**src/sv/i2cbb_pkg.sv**
```systemverilog
`timescale 1ns / 1ps
`default_nettype none
package i2cbb_pkg;

  localparam logic [2:0] CMD_START    = 3'd0;
  localparam logic [2:0] CMD_STOP     = 3'd1;
  localparam logic [2:0] CMD_WRITE    = 3'd2;
  localparam logic [2:0] CMD_READ     = 3'd3;
  localparam logic [2:0] CMD_SEND_ACK = 3'd4;
  localparam logic [2:0] CMD_READ_ACK = 3'd5;

  // index of the final pin write of each command
  localparam logic [4:0] START_LAST = 5'd3;
  localparam logic [4:0] STOP_LAST  = 5'd2;
  localparam logic [4:0] WRITE_LAST = 5'd23;
  localparam logic [4:0] READ_LAST  = 5'd16;
  localparam logic [4:0] ACK_LAST   = 5'd2;

  // one queued bus command, receive data already formed
  typedef struct packed {
    logic [2:0] func;
    logic [7:0] tx;
    logic       ack;
    logic [7:0] rx;
  } cmd_t;

endpackage
`default_nettype wire

```
**src/sv/i2cbb_if.sv**
```systemverilog
`timescale 1ns / 1ps
`default_nettype none
interface i2cbb_cmd_if;
  logic       valid;
  logic       ready;
  logic [2:0] func;
  logic [7:0] tx_byte;
  logic       ack_out;
  logic [7:0] sda_samples;

  modport source (output valid, func, tx_byte, ack_out, sda_samples, input ready);
  modport sink (input valid, func, tx_byte, ack_out, sda_samples, output ready);
endinterface

interface i2cbb_pin_if;
  logic       valid;
  logic       ready;
  logic       scl_level;
  logic       sda_level;
  logic [7:0] rx_data;
  logic       last;

  modport source (output valid, scl_level, sda_level, rx_data, last, input ready);
  modport sink (input valid, scl_level, sda_level, rx_data, last, output ready);
endinterface
`default_nettype wire

```
**src/sv/i2cbb_front.sv**
```systemverilog
`timescale 1ns / 1ps
`default_nettype none
module i2cbb_front (
  i2cbb_cmd_if.sink          in_cmd,
  input  wire logic          q_full,
  output logic               push,
  output i2cbb_pkg::cmd_t    push_data
);

  logic known;

  always_comb begin
    push_data.func = in_cmd.func;
    push_data.tx   = in_cmd.tx_byte;
    push_data.ack  = in_cmd.ack_out;
    push_data.rx   = 8'd0;
    known          = 1'b1;
    unique case (in_cmd.func) inside
      i2cbb_pkg::CMD_START, i2cbb_pkg::CMD_STOP, i2cbb_pkg::CMD_WRITE,
      i2cbb_pkg::CMD_SEND_ACK: begin
        push_data.rx = 8'd0;
      end
      i2cbb_pkg::CMD_READ: begin
        push_data.rx = in_cmd.sda_samples;
      end
      i2cbb_pkg::CMD_READ_ACK: begin
        push_data.rx = {7'd0, in_cmd.sda_samples[7]};
      end
      default: begin
        known = 1'b0;
      end
    endcase
  end

  // undefined codes are taken and dropped
  assign in_cmd.ready = !q_full;
  assign push         = in_cmd.valid && !q_full && known;

endmodule
`default_nettype wire

```
**src/sv/i2cbb_queue.sv**
```systemverilog
`timescale 1ns / 1ps
`default_nettype none
module i2cbb_queue #(
  parameter int DEPTH = 2
) (
  input  wire logic            clk,
  input  wire logic            rst_n,
  input  wire logic            push,
  input  wire i2cbb_pkg::cmd_t push_data,
  output logic                 full,
  input  wire logic            pop,
  output logic                 q_valid,
  output i2cbb_pkg::cmd_t      q_data
);

  localparam int PTR_W = (DEPTH > 1) ? $clog2(DEPTH) : 1;
  localparam int CNT_W = $clog2(DEPTH + 1);

  i2cbb_pkg::cmd_t   entries_r [DEPTH];
  logic [PTR_W-1:0]  wr_ptr_r, wr_ptr_nxt;
  logic [PTR_W-1:0]  rd_ptr_r, rd_ptr_nxt;
  logic [CNT_W-1:0]  count_r, count_nxt;

  assign full    = (count_r == CNT_W'(DEPTH));
  assign q_valid = (count_r != '0);
  assign q_data  = entries_r[rd_ptr_r];

  always_comb begin
    wr_ptr_nxt = wr_ptr_r;
    rd_ptr_nxt = rd_ptr_r;
    count_nxt  = count_r;
    if (push) begin
      wr_ptr_nxt = (wr_ptr_r == PTR_W'(DEPTH - 1)) ? '0 : wr_ptr_r + 1'b1;
    end
    if (pop) begin
      rd_ptr_nxt = (rd_ptr_r == PTR_W'(DEPTH - 1)) ? '0 : rd_ptr_r + 1'b1;
    end
    if (push && !pop) begin
      count_nxt = count_r + 1'b1;
    end else if (pop && !push) begin
      count_nxt = count_r - 1'b1;
    end
  end

  always_ff @(posedge clk) begin
    if (!rst_n) begin
      wr_ptr_r <= '0;
      rd_ptr_r <= '0;
      count_r  <= '0;
    end else begin
      wr_ptr_r <= wr_ptr_nxt;
      rd_ptr_r <= rd_ptr_nxt;
      count_r  <= count_nxt;
    end
  end

  always_ff @(posedge clk) begin
    if (push) begin
      entries_r[wr_ptr_r] <= push_data;
    end
  end

endmodule
`default_nettype wire

```
**src/sv/i2cbb_back.sv**
```systemverilog
`timescale 1ns / 1ps
`default_nettype none
module i2cbb_back (
  input  wire logic            clk,
  input  wire logic            rst_n,
  input  wire logic            q_valid,
  input  wire i2cbb_pkg::cmd_t q_data,
  output logic                 pop,
  i2cbb_pin_if.source          out_pin
);

  logic [4:0] step_r, step_nxt;
  logic [1:0] phase_r, phase_nxt;
  logic [7:0] tx_sh_r, tx_sh_nxt;
  logic       scl_r, scl_nxt;
  logic       sda_r, sda_nxt;
  logic       out_valid_r, out_valid_nxt;
  logic [7:0] rx_r, rx_nxt;
  logic       last_r, last_nxt;

  logic       fire;
  logic       is_scl;
  logic       pin_val;
  logic       is_last;
  logic [7:0] tx_sel;

  assign fire   = q_valid && (!out_valid_r || out_pin.ready);
  assign tx_sel = (step_r == 5'd0) ? q_data.tx : tx_sh_r;

  // which pin this step writes and to what level
  always_comb begin
    is_scl  = 1'b0;
    pin_val = 1'b1;
    is_last = 1'b0;
    unique case (q_data.func) inside
      i2cbb_pkg::CMD_START: begin
        is_scl  = step_r[0];
        pin_val = !step_r[1];
        is_last = (step_r == i2cbb_pkg::START_LAST);
      end
      i2cbb_pkg::CMD_STOP: begin
        is_scl  = step_r[0];
        pin_val = (step_r != 5'd0);
        is_last = (step_r == i2cbb_pkg::STOP_LAST);
      end
      i2cbb_pkg::CMD_WRITE: begin
        is_scl  = (phase_r != 2'd0);
        pin_val = (phase_r == 2'd0) ? tx_sel[7] : (phase_r == 2'd1);
        is_last = (step_r == i2cbb_pkg::WRITE_LAST);
      end
      i2cbb_pkg::CMD_READ: begin
        is_scl  = (step_r != 5'd0);
        pin_val = (step_r == 5'd0) || step_r[0];
        is_last = (step_r == i2cbb_pkg::READ_LAST);
      end
      i2cbb_pkg::CMD_SEND_ACK, i2cbb_pkg::CMD_READ_ACK: begin
        is_scl  = (step_r != 5'd0);
        if (step_r == 5'd0) begin
          pin_val = (q_data.func == i2cbb_pkg::CMD_SEND_ACK) ? q_data.ack : 1'b1;
        end else begin
          pin_val = (step_r == 5'd1);
        end
        is_last = (step_r == i2cbb_pkg::ACK_LAST);
      end
      default: begin
        is_scl  = 1'b0;
        pin_val = 1'b1;
        is_last = 1'b1;
      end
    endcase
  end

  always_comb begin
    step_nxt      = step_r;
    phase_nxt     = phase_r;
    tx_sh_nxt     = tx_sh_r;
    scl_nxt       = scl_r;
    sda_nxt       = sda_r;
    rx_nxt        = rx_r;
    last_nxt      = last_r;
    out_valid_nxt = out_valid_r;
    if (out_valid_r && out_pin.ready) begin
      out_valid_nxt = 1'b0;
    end
    if (fire) begin
      out_valid_nxt = 1'b1;
      if (is_scl) begin
        scl_nxt = pin_val;
      end else begin
        sda_nxt = pin_val;
      end
      last_nxt  = is_last;
      rx_nxt    = is_last ? q_data.rx : 8'd0;
      tx_sh_nxt = (phase_r == 2'd2) ? {tx_sel[6:0], 1'b0} : tx_sel;
      if (is_last) begin
        step_nxt  = 5'd0;
        phase_nxt = 2'd0;
      end else begin
        step_nxt  = step_r + 5'd1;
        phase_nxt = (phase_r == 2'd2) ? 2'd0 : phase_r + 2'd1;
      end
    end
  end

  always_ff @(posedge clk) begin
    if (!rst_n) begin
      step_r      <= 5'd0;
      phase_r     <= 2'd0;
      scl_r       <= 1'b1;
      sda_r       <= 1'b1;
      out_valid_r <= 1'b0;
    end else begin
      step_r      <= step_nxt;
      phase_r     <= phase_nxt;
      scl_r       <= scl_nxt;
      sda_r       <= sda_nxt;
      out_valid_r <= out_valid_nxt;
    end
  end

  always_ff @(posedge clk) begin
    tx_sh_r <= tx_sh_nxt;
    rx_r    <= rx_nxt;
    last_r  <= last_nxt;
  end

  assign pop               = fire && is_last;
  assign out_pin.valid     = out_valid_r;
  assign out_pin.scl_level = scl_r;
  assign out_pin.sda_level = sda_r;
  assign out_pin.rx_data   = rx_r;
  assign out_pin.last      = last_r;

endmodule
`default_nettype wire

```
**src/sv/i2c_master_bit_sequencer_core.sv**
```systemverilog
`timescale 1ns / 1ps
`default_nettype none
// channel   | dir | modport | payload
// in_cmd    | in  | sink    | func[2:0] tx_byte[7:0] ack_out sda_samples[7:0]
// out_pin   | out | source  | scl_level sda_level rx_data[7:0] last
//
// one pin write leaves per cycle while out_pin does not stall; a command
// makes 3 pin writes (stop, acks), 4 (start), 17 (read byte), 24 (write byte)
// the pin sequencer in the back end sets the counts; commands follow with no gap
// reset: scl and sda read back high, queue empty, no transfer pending
// a stall on out_pin holds the output register; the queue keeps taking commands
// until full, and codes 6 and 7 are taken and dropped without output
module i2c_master_bit_sequencer_core #(
  parameter int QUEUE_DEPTH = 2
) (
  input  wire logic    clk,
  input  wire logic    rst_n,
  i2cbb_cmd_if.sink    in_cmd,
  i2cbb_pin_if.source  out_pin
);

  // front to back command queue
  logic            q_push;
  logic            q_full;
  logic            q_pop;
  logic            q_valid;
  i2cbb_pkg::cmd_t q_in;
  i2cbb_pkg::cmd_t q_out;

  // front end: classify, form receive data, drop undefined codes
  i2cbb_front u_front (
    .in_cmd    (in_cmd),
    .q_full    (q_full),
    .push      (q_push),
    .push_data (q_in)
  );

  i2cbb_queue #(
    .DEPTH (QUEUE_DEPTH)
  ) u_queue (
    .clk       (clk),
    .rst_n     (rst_n),
    .push      (q_push),
    .push_data (q_in),
    .full      (q_full),
    .pop       (q_pop),
    .q_valid   (q_valid),
    .q_data    (q_out)
  );

  // back end: steps through pin writes, keeps the pin levels
  i2cbb_back u_back (
    .clk     (clk),
    .rst_n   (rst_n),
    .q_valid (q_valid),
    .q_data  (q_out),
    .pop     (q_pop),
    .out_pin (out_pin)
  );

endmodule
`default_nettype wire

```
**src/flat_wrapper.sv**
```systemverilog
// flat-port wrapper written by rule: the top's interface ports become plain ports
module i2c_master_bit_sequencer_core_flat 
#(
  parameter int QUEUE_DEPTH = 2
)
  (clk, rst_n, in_cmd_valid, in_cmd_func, in_cmd_tx_byte, in_cmd_ack_out, in_cmd_sda_samples, in_cmd_ready, out_pin_valid, out_pin_scl_level, out_pin_sda_level, out_pin_rx_data, out_pin_last, out_pin_ready);
  i2cbb_cmd_if in_cmd_i ();
  i2cbb_pin_if out_pin_i ();
  input  wire logic clk;
  input  wire logic rst_n;
  input wire logic [$bits(in_cmd_i.valid)-1:0] in_cmd_valid;
  input wire logic [$bits(in_cmd_i.func)-1:0] in_cmd_func;
  input wire logic [$bits(in_cmd_i.tx_byte)-1:0] in_cmd_tx_byte;
  input wire logic [$bits(in_cmd_i.ack_out)-1:0] in_cmd_ack_out;
  input wire logic [$bits(in_cmd_i.sda_samples)-1:0] in_cmd_sda_samples;
  output wire logic [$bits(in_cmd_i.ready)-1:0] in_cmd_ready;
  output wire logic [$bits(out_pin_i.valid)-1:0] out_pin_valid;
  output wire logic [$bits(out_pin_i.scl_level)-1:0] out_pin_scl_level;
  output wire logic [$bits(out_pin_i.sda_level)-1:0] out_pin_sda_level;
  output wire logic [$bits(out_pin_i.rx_data)-1:0] out_pin_rx_data;
  output wire logic [$bits(out_pin_i.last)-1:0] out_pin_last;
  input wire logic [$bits(out_pin_i.ready)-1:0] out_pin_ready;
  assign in_cmd_i.valid = in_cmd_valid;
  assign in_cmd_i.func = in_cmd_func;
  assign in_cmd_i.tx_byte = in_cmd_tx_byte;
  assign in_cmd_i.ack_out = in_cmd_ack_out;
  assign in_cmd_i.sda_samples = in_cmd_sda_samples;
  assign in_cmd_ready = in_cmd_i.ready;
  assign out_pin_valid = out_pin_i.valid;
  assign out_pin_scl_level = out_pin_i.scl_level;
  assign out_pin_sda_level = out_pin_i.sda_level;
  assign out_pin_rx_data = out_pin_i.rx_data;
  assign out_pin_last = out_pin_i.last;
  assign out_pin_i.ready = out_pin_ready;
  i2c_master_bit_sequencer_core #(.QUEUE_DEPTH(QUEUE_DEPTH)) u_core (.clk(clk), .rst_n(rst_n), .in_cmd(in_cmd_i), .out_pin(out_pin_i));
endmodule
```
**config.mk**
```make
export PLATFORM = sky130hd
export DESIGN_NAME = i2c_master_bit_sequencer_core_flat
export DESIGN_NICKNAME = d
export VERILOG_FILES = /design/src/sv/i2cbb_pkg.sv /design/src/sv/i2cbb_if.sv /design/src/sv/i2cbb_front.sv /design/src/sv/i2cbb_queue.sv /design/src/sv/i2cbb_back.sv /design/src/sv/i2c_master_bit_sequencer_core.sv /design/src/flat_wrapper.sv
export SDC_FILE = /design/constraint.sdc
export NUM_CORES = 1
export LEC_CHECK = 0
export ABC_CLOCK_PERIOD_IN_PS = 5100
export BUFFER_PORTS_ARGS = -buffer_cell sky130_fd_sc_hd__buf_2
export CORE_ASPECT_RATIO = 0.75
export CORE_UTILIZATION = 62
export CTS_BUF_LIST = sky130_fd_sc_hd__clkbuf_8 sky130_fd_sc_hd__clkbuf_16
export DETAILED_ROUTE_END_ITERATION = 10
export GPL_ROUTABILITY_DRIVEN = 1
export PLACE_DENSITY = 0.84
export SLEW_MARGIN = 20
export SYNTH_ARGS = -nofsm -noshare
export SYNTH_HDL_FRONTEND = slang
export SYNTH_SLANG_ARGS = --single-unit
```
**constraint.sdc**
```tcl
create_clock -name clk -period 5.1 [get_ports clk]
set_input_delay 0.255 -clock clk [delete_from_list [all_inputs] [get_ports clk]]
set_output_delay 0.255 -clock clk [all_outputs]
set_load 0.01 [all_outputs]
```
==> results by group, run 1 <==
Critical path
  • Kind of critical path: flip-flop to flip-flop
  • R2R depth: 11
  • Required time of the worst setup path: 5.36 ns
  • Arrival time at the worst endpoint: ~3.6 ns
  • Highest fanout seen on the critical path: 25
  • Element type at the critical path end: flip-flop
  • Critical Path Start Type: flip-flop

Timing
  • Worst relative slew slack: between 30% and 40%
  • Tcrit/Tclk final: between 60% and 70%
  • Total negative slack for setup checks: 0 ns
  • Worst-Margin Slew: a little over 1 ns
  • Unrepaired setup endpoints after global routing: no
  • Final worst clock skew: roughly 0.0080 ns
  • Tightest hold margin: 0.1025 ns
  • Count of final hold-check violations: 0
  • Final Setup Violations: 0
  • Max Transition Viols Final: 0
  • Top achievable clock speed: slightly below 0.3 GHz
  • Time the final worst path needs with I/O delays and setup: 3.381 ns

Routing
  • Average vias per placed instance: 5.636
  • First-iteration detailed-routing DRC count: 167
  • Routed wire per std cell: between 15 and 20 microns
  • Remaining antenna violation count: 0
  • DRT Wirelength: 5.902 mm
  • Number of iterations in the first detailed-routing pass: 4
  • Vias after detailed routing: around 2,100
  • Number of DRC violations after detailed routing: 0

Floorplanning
  • Std-Cell Rows: 22
  • Area of the die: ~5600 sq um
  • Die width: 85.95 microns
  • Starting utilization of the core area: about two thirds
  • Number of ports placed on the die boundary: 37
  • Placeable core area: between 4000 and 5000 sq um
  • Die span in y: about 65 microns

Yosys
  • Synthesized netlist cell count: about 260
  • EDFF count, synth: between 50 and 60
  • Number of warnings reported in the yosys synthesis log: 0
  • Count of different cell masters after synthesis: 51
  • Async S/R FF share, synth: 0%
  • Top FF cell, synth: edfxtp_1
  • Net Count, Synth: about 290
  • Mapped cell area: roughly 3300 sq um
  • #FFs+latches synth: just over 70
  • Avg Inst Size Synth: between 10 and 15 sq um
  • Sequential fraction of the synthesis area: just over 60%

Pwr
  • Clock share of power: roughly 22%
  • Proportion of power drawn by flip-flops and latches: between 40% and 50%
  • Pwr Total: about 1.9 mW
  • Int Power: 1.263 mW
  • Net switching fraction of the power: around a third
  • Lkg Pwr: 1.312 nW
  • Areal power density over the cells: between 500 and 600 nW/um^2
  • Net Switching: 0.6344 mW
  • Worst-case vdd ir drop: between 0.0003 and 0.0004 V
  • Power share of the combinational group: a little under a third

Global routing
  • Initial antenna violation count: 0
  • Vias in the first global route: just under 2,000
  • Largest net degree at the start of global routing: 28
  • Wire length of the first global-routing pass: ~9.8 mm
  • Global route total overflow: 0
  • Overall fraction of global-route tracks in use: 24.12%

Clocking
  • Cells resized by post-CTS repair: 0
  • Number of buffers inserted to repair setup after CTS: 0
  • TritonCTS Buffers: 9
  • Number of clock sinks: ~70
  • Longest Clk Path Bufs: 2
  • Clock tree from TritonCTS: yes
  • Hold_buf cts: 0
  • Number of levels in the clock H-tree: 3
  • Clock tree root buffer cell: clkbuf_8
  • Clock transition at the registers of the reported paths: 0.08 ns
  • Source-to-sink clock delay at the later pin of the worst-skew pair: 0.34 ns

Final layout
  • Number of standard cells in the layout, taps in and fillers out: 376
  • FILL cells: approximately 320
  • Number of diodes added for antenna fixing: 0
  • Nets: approximately 330
  • Fraction of final layout cells with drive strength greater than 1: roughly 22%
  • Area growth from synthesis to final layout: 12.98%

Place
  • Port buffer count: 36
  • DP HPWL: just under 4 mm
  • Final estimated routing congestion in global placement: ~0.9
  • Placed instance count: 360

Run
  • Max cap viols: 0

Hold path
  • Hold-critical path depth: 1
  • Type of the most critical hold path: input port to flip-flop

Outcome
  • Status: finished, final reports clean
## metal layers
metal,vias to the layer above,GRT usage [%],wire [microns]
li1,1042,-,-
met1,1000,33.53,2745
met2,71,36.21,2750
met3,6,9.299,352
met4,0,5.208,53
met5,-,0,0
## layout by cell type, fill, tap and decap left out, types with 3 or more instances in the layout
cell type and count:
and2_1 13, buf_2 36, buf_4 4, clkbuf_8 9, dfxtp_1 15, edfxtp_1 57
ha_1 4, inv_1 7, mux2_2 3, mux2i_1 23, nand2_1 18, nand3_1 8
nand4_1 3, nor2_1 20, nor2b_1 3, nor3_1 4, nor3b_1 4, o21ai_0 19
or3_1 4, xor2_1 3
## sequential cells by signal, summed over array words and instances, names as in the netlist, named ones only
name	count
u_core.u_back.out_pin.scl_level	1
u_core.u_back.tx_sh_r	8
u_core.u_queue.count_r	2
u_core.u_back.step_r	5
u_core.u_queue.wr_ptr_r	1
u_core.u_back.out_pin.valid	1
u_core.u_queue.rd_ptr_r	1
u_core.u_back.out_pin.rx_data	8
u_core.u_back.out_pin.last	1
u_core.u_back.out_pin.sda_level	1
u_core.u_queue.entries_r	40
u_core.u_back.phase_r	2
## power groups by stage
stage	registers [mW]	logic [mW]	clock network, mW
final	0.893	0.580	0.424
after detailed placement	0.904	0.577	0
after floorplan	0.905	0.408	0
after global routing	0.908	0.648	0.459
after global placement	0.899	0.561	0
after CTS	0.893	0.582	0.430
## area by class of cell
type,instances,area (sq um),area share [%]
Sequential cell,72,2012,54.34
Timing Repair Buffer,40,210.2,5.678
Tap cell,72,90.09,2.433
Inverter,8,30.03,0.8111
Multi-Input combinational cell,168,1174,31.70
Clock buffer,9,123.9,3.346
Clock inverter,7,62.56,1.690
## cell usage after synthesis, drive strengths merged, types with 2 or more instances
library cell	count	area share [%]
mux2	5	1.9
nor2b	3	0.57
ha	4	1.5
clkbuf	4	0.46
o21a	2	0.46
xor2	3	0.80
nor2	21	2.5
nand2	18	2.1
buf	7	1.4
nand4	3	0.57
o32ai	2	0.76
a21oi	2	0.31
nand2b	2	0.38
or3	4	0.76
inv	8	0.92
dfxtp	15	9.2
and2	13	2.5
nor3b	4	0.92
edfxtp	57	52
o32a	2	0.61
nor4b	4	1.5
a21boi	4	1.0
mux2i	23	7.0
o21ai	21	3.2
o31a	2	0.53
nor3	4	0.61
nand3	9	1.5
## worst paths after layout
kind | slack, ns | to | start
setup / recovery | 1.72 | u_core.u_queue.count_r[1]$_SDFFE_PN0P_ | flip-flop
hold / removal | 0.10 | u_core.u_queue.entries_r[1][10]$_DFFE_PP_ | in_cmd_tx_byte[1]
setup reg to reg | 1.72 | u_core.u_queue.count_r[1]$_SDFFE_PN0P_ | flip-flop
hold reg to reg | 0.50 | u_core.u_back.out_pin.sda_level$_SDFFE_PN1P_ | u_core.u_back.out_pin.sda_level$_SDFFE_PN1P_
## worst max-delay path, stage by stage (launching register included)
cell,delay [ns]
dfxtp_1,0.52
buf_4,0.41
or2b_1,0.31
o32a_1,0.20
a2111oi_4,0.36
o32ai_2,0.11
buf_4,0.21
nor2_2,0.21
inv_1,0.07
ha_1,0.34
or3_1,0.36
a21boi_0,0.19
## per-stage QoR
step	setup slack, ns	utilization, %	cell area [sq um]
floorplan	2.599	-	3277
global placement	1.906	70.57	3516
detailed placement	1.744	70.57	3516
CTS	1.726	74.31	3702
global route	1.447	74.31	3702
finish	1.719	74.31	3702
## cells by family (layout without fill, tap and decap cells)
family | Yosys count | count (layout) | synth area share (%)
multiplexers | 28 | 28 | 8.973
AO/OA/AOI/OAI | 41 | 41 | 9.126
adder cells (fa/ha/maj) | 4 | 4 | 1.527
flip-flops | 72 | 72 | 61.40
buffers and inverters | 19 | 64 | 2.787
XOR/XNOR | 4 | 4 | 1.069
AND/OR/NAND/NOR | 91 | 91 | 15.12
Note: power is estimated with default switching activity, not from simulation.
==> run 2: changes to the inputs <==
ABC_AREA = 1   (was unset)
ABC_CLOCK_PERIOD_IN_PS = 2750   (was 5100)
CORE_UTILIZATION = 52   (was 62)
PLACE_DENSITY = 0.75   (was 0.84)
clock period = 2.75 ns   (was 5.1 ns; I/O delays follow)
==> run 2 against run 1 <==
Effect of this change: fmax up 39%; flip-flop and latch count unchanged; non-clock buffer count up 11; hold slack worse by 0.071 ns; worst setup slack worse by 1.4 ns; global-route usage down 3.0 points; utilization down 9.5 points; clock power up 130%.
==> results by group, run 2 <==
Yosys
  • EDFF count, synth: 57
  • Sequential fraction of the synthesis area: 62.84%
  • Mapped cell area: approximately 3200 sq um
  • Top FF cell, synth: edfxtp_1
  • Synthesized netlist cell count: a little over 300
  • Net Count, Synth: roughly 340
  • Proportion of netlist area held by the largest area contributor: between 50 and 60%
  • Count of different cell masters after synthesis: 28
  • Async S/R FF share, synth: 0%
  • Cell types with the largest area share after synthesis: edfxtp_1, dfxtp_1, nand2_1
  • Yosys top cell by area: edfxtp_1
  • Commonest cells in the netlist: edfxtp_1, nand2_1, nor2_1
  • Avg Inst Size Synth: slightly above 10 sq um
  • Number of warnings reported in the yosys synthesis log: 0
  • #FFs+latches synth: a little over 70

Clocking
  • Longest Clk Path Bufs: 2
  • Clock transition at the registers of the reported paths: about 0.070 ns
  • Number of levels in the clock H-tree: 3
  • Number of buffers inserted to repair setup after CTS: 0
  • Clock tree root buffer cell: clkbuf_8
  • Clock tree from TritonCTS: yes
  • Number of clock sinks: 72
  • TritonCTS Buffers: 9
  • Source-to-sink clock delay at the later pin of the worst-skew pair: approximately 0.34 ns

Hold path
  • Startpoint of the most critical hold path: in_cmd_func[1]
  • Hold-critical path depth: 1
  • Type of the most critical hold path: input port to flip-flop
  • Worst min-delay path endpoint: u_core.u_queue.entries_r[1][18]$_DFFE_PP_

Critical path
  • R2R depth: 16
  • Critical Path Start Type: flip-flop
  • Highest-delay cell along the critical path: dfxtp_2
  • Most used cell along the critical path: nand2_1
  • Kind of cell adding the most delay to the critical path: simple AND/OR/NAND/NOR gates
  • Worst path bufs/invs: 2
  • Element type at the critical path end: flip-flop
  • Endpoint of the lowest-slack register-to-register path: u_core.u_queue.count_r[1]$_SDFFE_PN0P_
  • Required time of the worst setup path: between 2 and 3 ns
  • Arrival time at the worst endpoint: 2.66 ns
  • Kind of critical path: flip-flop to flip-flop
  • Cell Chain, Critical Path: inv_2, buf_4, nand2_1, nand2_1, nand3_1, nand2_1, nand2_1, nor2_1, nand2_2, nand2_4, nand2_4, ha_1, a21oi_1, o21ai_0, o21ai_0, a21oi_1
  • Worst reg-to-reg setup slack: about 0.31 ns
  • Highest fanout seen on the critical path: 15
  • Longest individual stage delay on the worst path: around 0.38 ns

Timing
  • Tcrit/Tclk final: between 80% and 90%
  • Time the final worst path needs with I/O delays and setup: 2.439 ns
  • Unrepaired setup endpoints after global routing: no
  • Final worst clock skew: 0.009521 ns
  • Max Transition Viols Final: 0
  • Final Setup Violations: 0
  • Worst Slack Setup Final: around 0.31 ns
  • Worst relative slew slack: 58.77%
  • Count of final hold-check violations: 0
  • Total negative slack for setup checks: 0 ns
  • Top achievable clock speed: between 0.4 and 0.5 GHz
  • Worst-Margin Slew: 0.6161 ns

Routing
  • DRT Wirelength: 6.086 mm
  • First-iteration detailed-routing DRC count: roughly 160
  • Remaining antenna violation count: 0
  • Routed wire per std cell: between 10 and 15 microns
  • Vias after detailed routing: ~2,300
  • Average vias per placed instance: 5.078
  • Number of iterations in the first detailed-routing pass: 5
  • Number of DRC violations after detailed routing: 0

Final layout
  • Most flops, register: u_core.u_queue.entries_r
  • Commonest cells after routing, fill and taps aside: nand2_1, edfxtp_1, nor2_1
  • FILL cells: 491
  • Number of diodes added for antenna fixing: 0
  • Number of standard cells in the layout, taps in and fillers out: roughly 450
  • Nets: approximately 400
  • Flip-flop count of the largest register after layout: 40
  • Area growth from synthesis to final layout: 19.19%
  • Fraction of final layout cells with drive strength greater than 1: a little under a quarter
  • Final Core Density: between 60 and 70%

Place
  • DP HPWL: about 4.2 mm
  • Final estimated routing congestion in global placement: about 0.83
  • Dpl ws: between 0.2 and 0.25 ns
  • Placed instance count: ~420
  • Port buffer count: 36

Floorplanning
  • Number of ports placed on the die boundary: 37
  • Die span in y: approximately 70 microns
  • Area of the die: approximately 6500 sq um
  • Starting utilization of the core area: between 50% and 60%
  • Std-Cell Rows: 24
  • Die width: 92.61 microns
  • Placeable core area: roughly 5900 sq um

Global routing
  • Initial antenna violation count: 0
  • Vias in the first global route: 2,136
  • Wire length of the first global-routing pass: just over 10 mm
  • Largest net degree at the start of global routing: 21
  • Overall fraction of global-route tracks in use: a little over a fifth
  • Global route total overflow: 0

Pwr
  • Lkg Pwr: 1.563 nW
  • Worst-case vdd ir drop: between 0.0005 and 0.0006 V
  • Areal power density over the cells: ~1000 nW/um^2

Run
  • Max cap viols: 0

Outcome
  • Status: finished, final reports clean
run 2: cell types whose count changed after synthesis, sizes merged, moves of 4 or more:
cell | previous run | this run
nand3 | 9 | 16
buf | 7 | 3
o21ai | 21 | 28
nor4b | 4 | 0
a21oi | 2 | 17
mux2i | 23 | 4
nand2 | 18 | 65
nor3b | 4 | 0
a21boi | 4 | 0
inv | 8 | 33
and2 | 13 | 0
mux2 | 5 | 0
or3 | 4 | 0
nor2 | 21 | 49
run 2: worst register-to-register path, stage by stage (launching register included):
cell	delay, ns
dfxtp_2	0.38
inv_2	0.23
buf_4	0.22
nand2_1	0.06
nand2_1	0.05
nand3_1	0.10
nand2_1	0.07
nand2_1	0.04
nor2_1	0.12
nand2_2	0.08
nand2_4	0.10
nand2_4	0.07
ha_1	0.34
a21oi_1	0.12
o21ai_0	0.11
o21ai_0	0.16
a21oi_1	0.06
run 2: metrics by stage:
step | hold WS [ns] | cell area (sq um) | total power, mW
6_report | 0.03131 | 3816 | 3.823
5_1_grt | 0.02748 | 3816 | 4.071
4_1_cts | 0.02008 | 3815 | 3.841
3_5_place_dp | 0.3282 | 3490 | 2.856
3_3_place_gp | 0.3288 | 3490 | 2.821
2_1_floorplan | 0.2217 | 3202 | 2.493
run 2: worst max-delay path by stage:
stage,from,to,depth (start not counted)
3_3_place_gp,flip-flop,u_core.u_queue.count_r[1]$_SDFFE_PN0P_,16
6_report,flip-flop,u_core.u_queue.count_r[1]$_SDFFE_PN0P_,16
5_1_grt,flip-flop,u_core.u_queue.count_r[1]$_SDFFE_PN0P_,15
4_1_cts,flip-flop,u_core.u_queue.count_r[1]$_SDFFE_PN0P_,14
3_5_place_dp,flip-flop,u_core.u_queue.count_r[1]$_SDFFE_PN0P_,14
2_1_floorplan,flip-flop,u_core.u_queue.count_r[1]$_SDFFE_PN0P_,16
run 2: repair_timing:
item                       CTS  global route
gates resized for setup      0             1
hold endpoints to repair    18             0
setup endpoints to repair    0             1
hold buffers                 9             0
run 2: cell families (layout without fill, tap and decap cells):
family,after synthesis,in the layout,share of synthesized area (%)
AOI/OAI and AO/OA,47,47,8.441
adders and majority gates,4,4,1.563
muxes,4,4,1.251
xor gates and xnor gates,4,4,1.094
DFF,72,72,62.84
and+or+nand+nor,140,140,19.66
buffers and inverters,39,100,5.158
run 2: layout make-up:
cell class | instances | area (sq um) | area share [%]
clock buffer | 9 | 123.9 | 3.246
timing repair buffer | 51 | 315.3 | 8.262
tap | 78 | 97.59 | 2.557
multi-input combinational | 199 | 1028 | 26.95
sequential | 72 | 2013 | 52.75
inverter | 33 | 126.4 | 3.311
clock inverter | 7 | 111.4 | 2.918
run 2: routing by layer:
layer  track usage (%)  vias to the layer above  share of wire, %
li1                  -                     1156                 -
met4             7.639                        0              0.61
met2             32.84                       69                47
met5                 0                        -                 0
met3             6.318                        4               6.0
met1             28.31                     1051                46
run 2: where the power goes:
part / switching (mW) / total (mW) / leakage, nW / internal, mW
registers: 0.109 / 1.63 / 0.662 / 1.52
logic: 0.817 / 1.22 / 0.779 / 0.403
clock network: 0.376 / 0.972 / 0.122 / 0.596
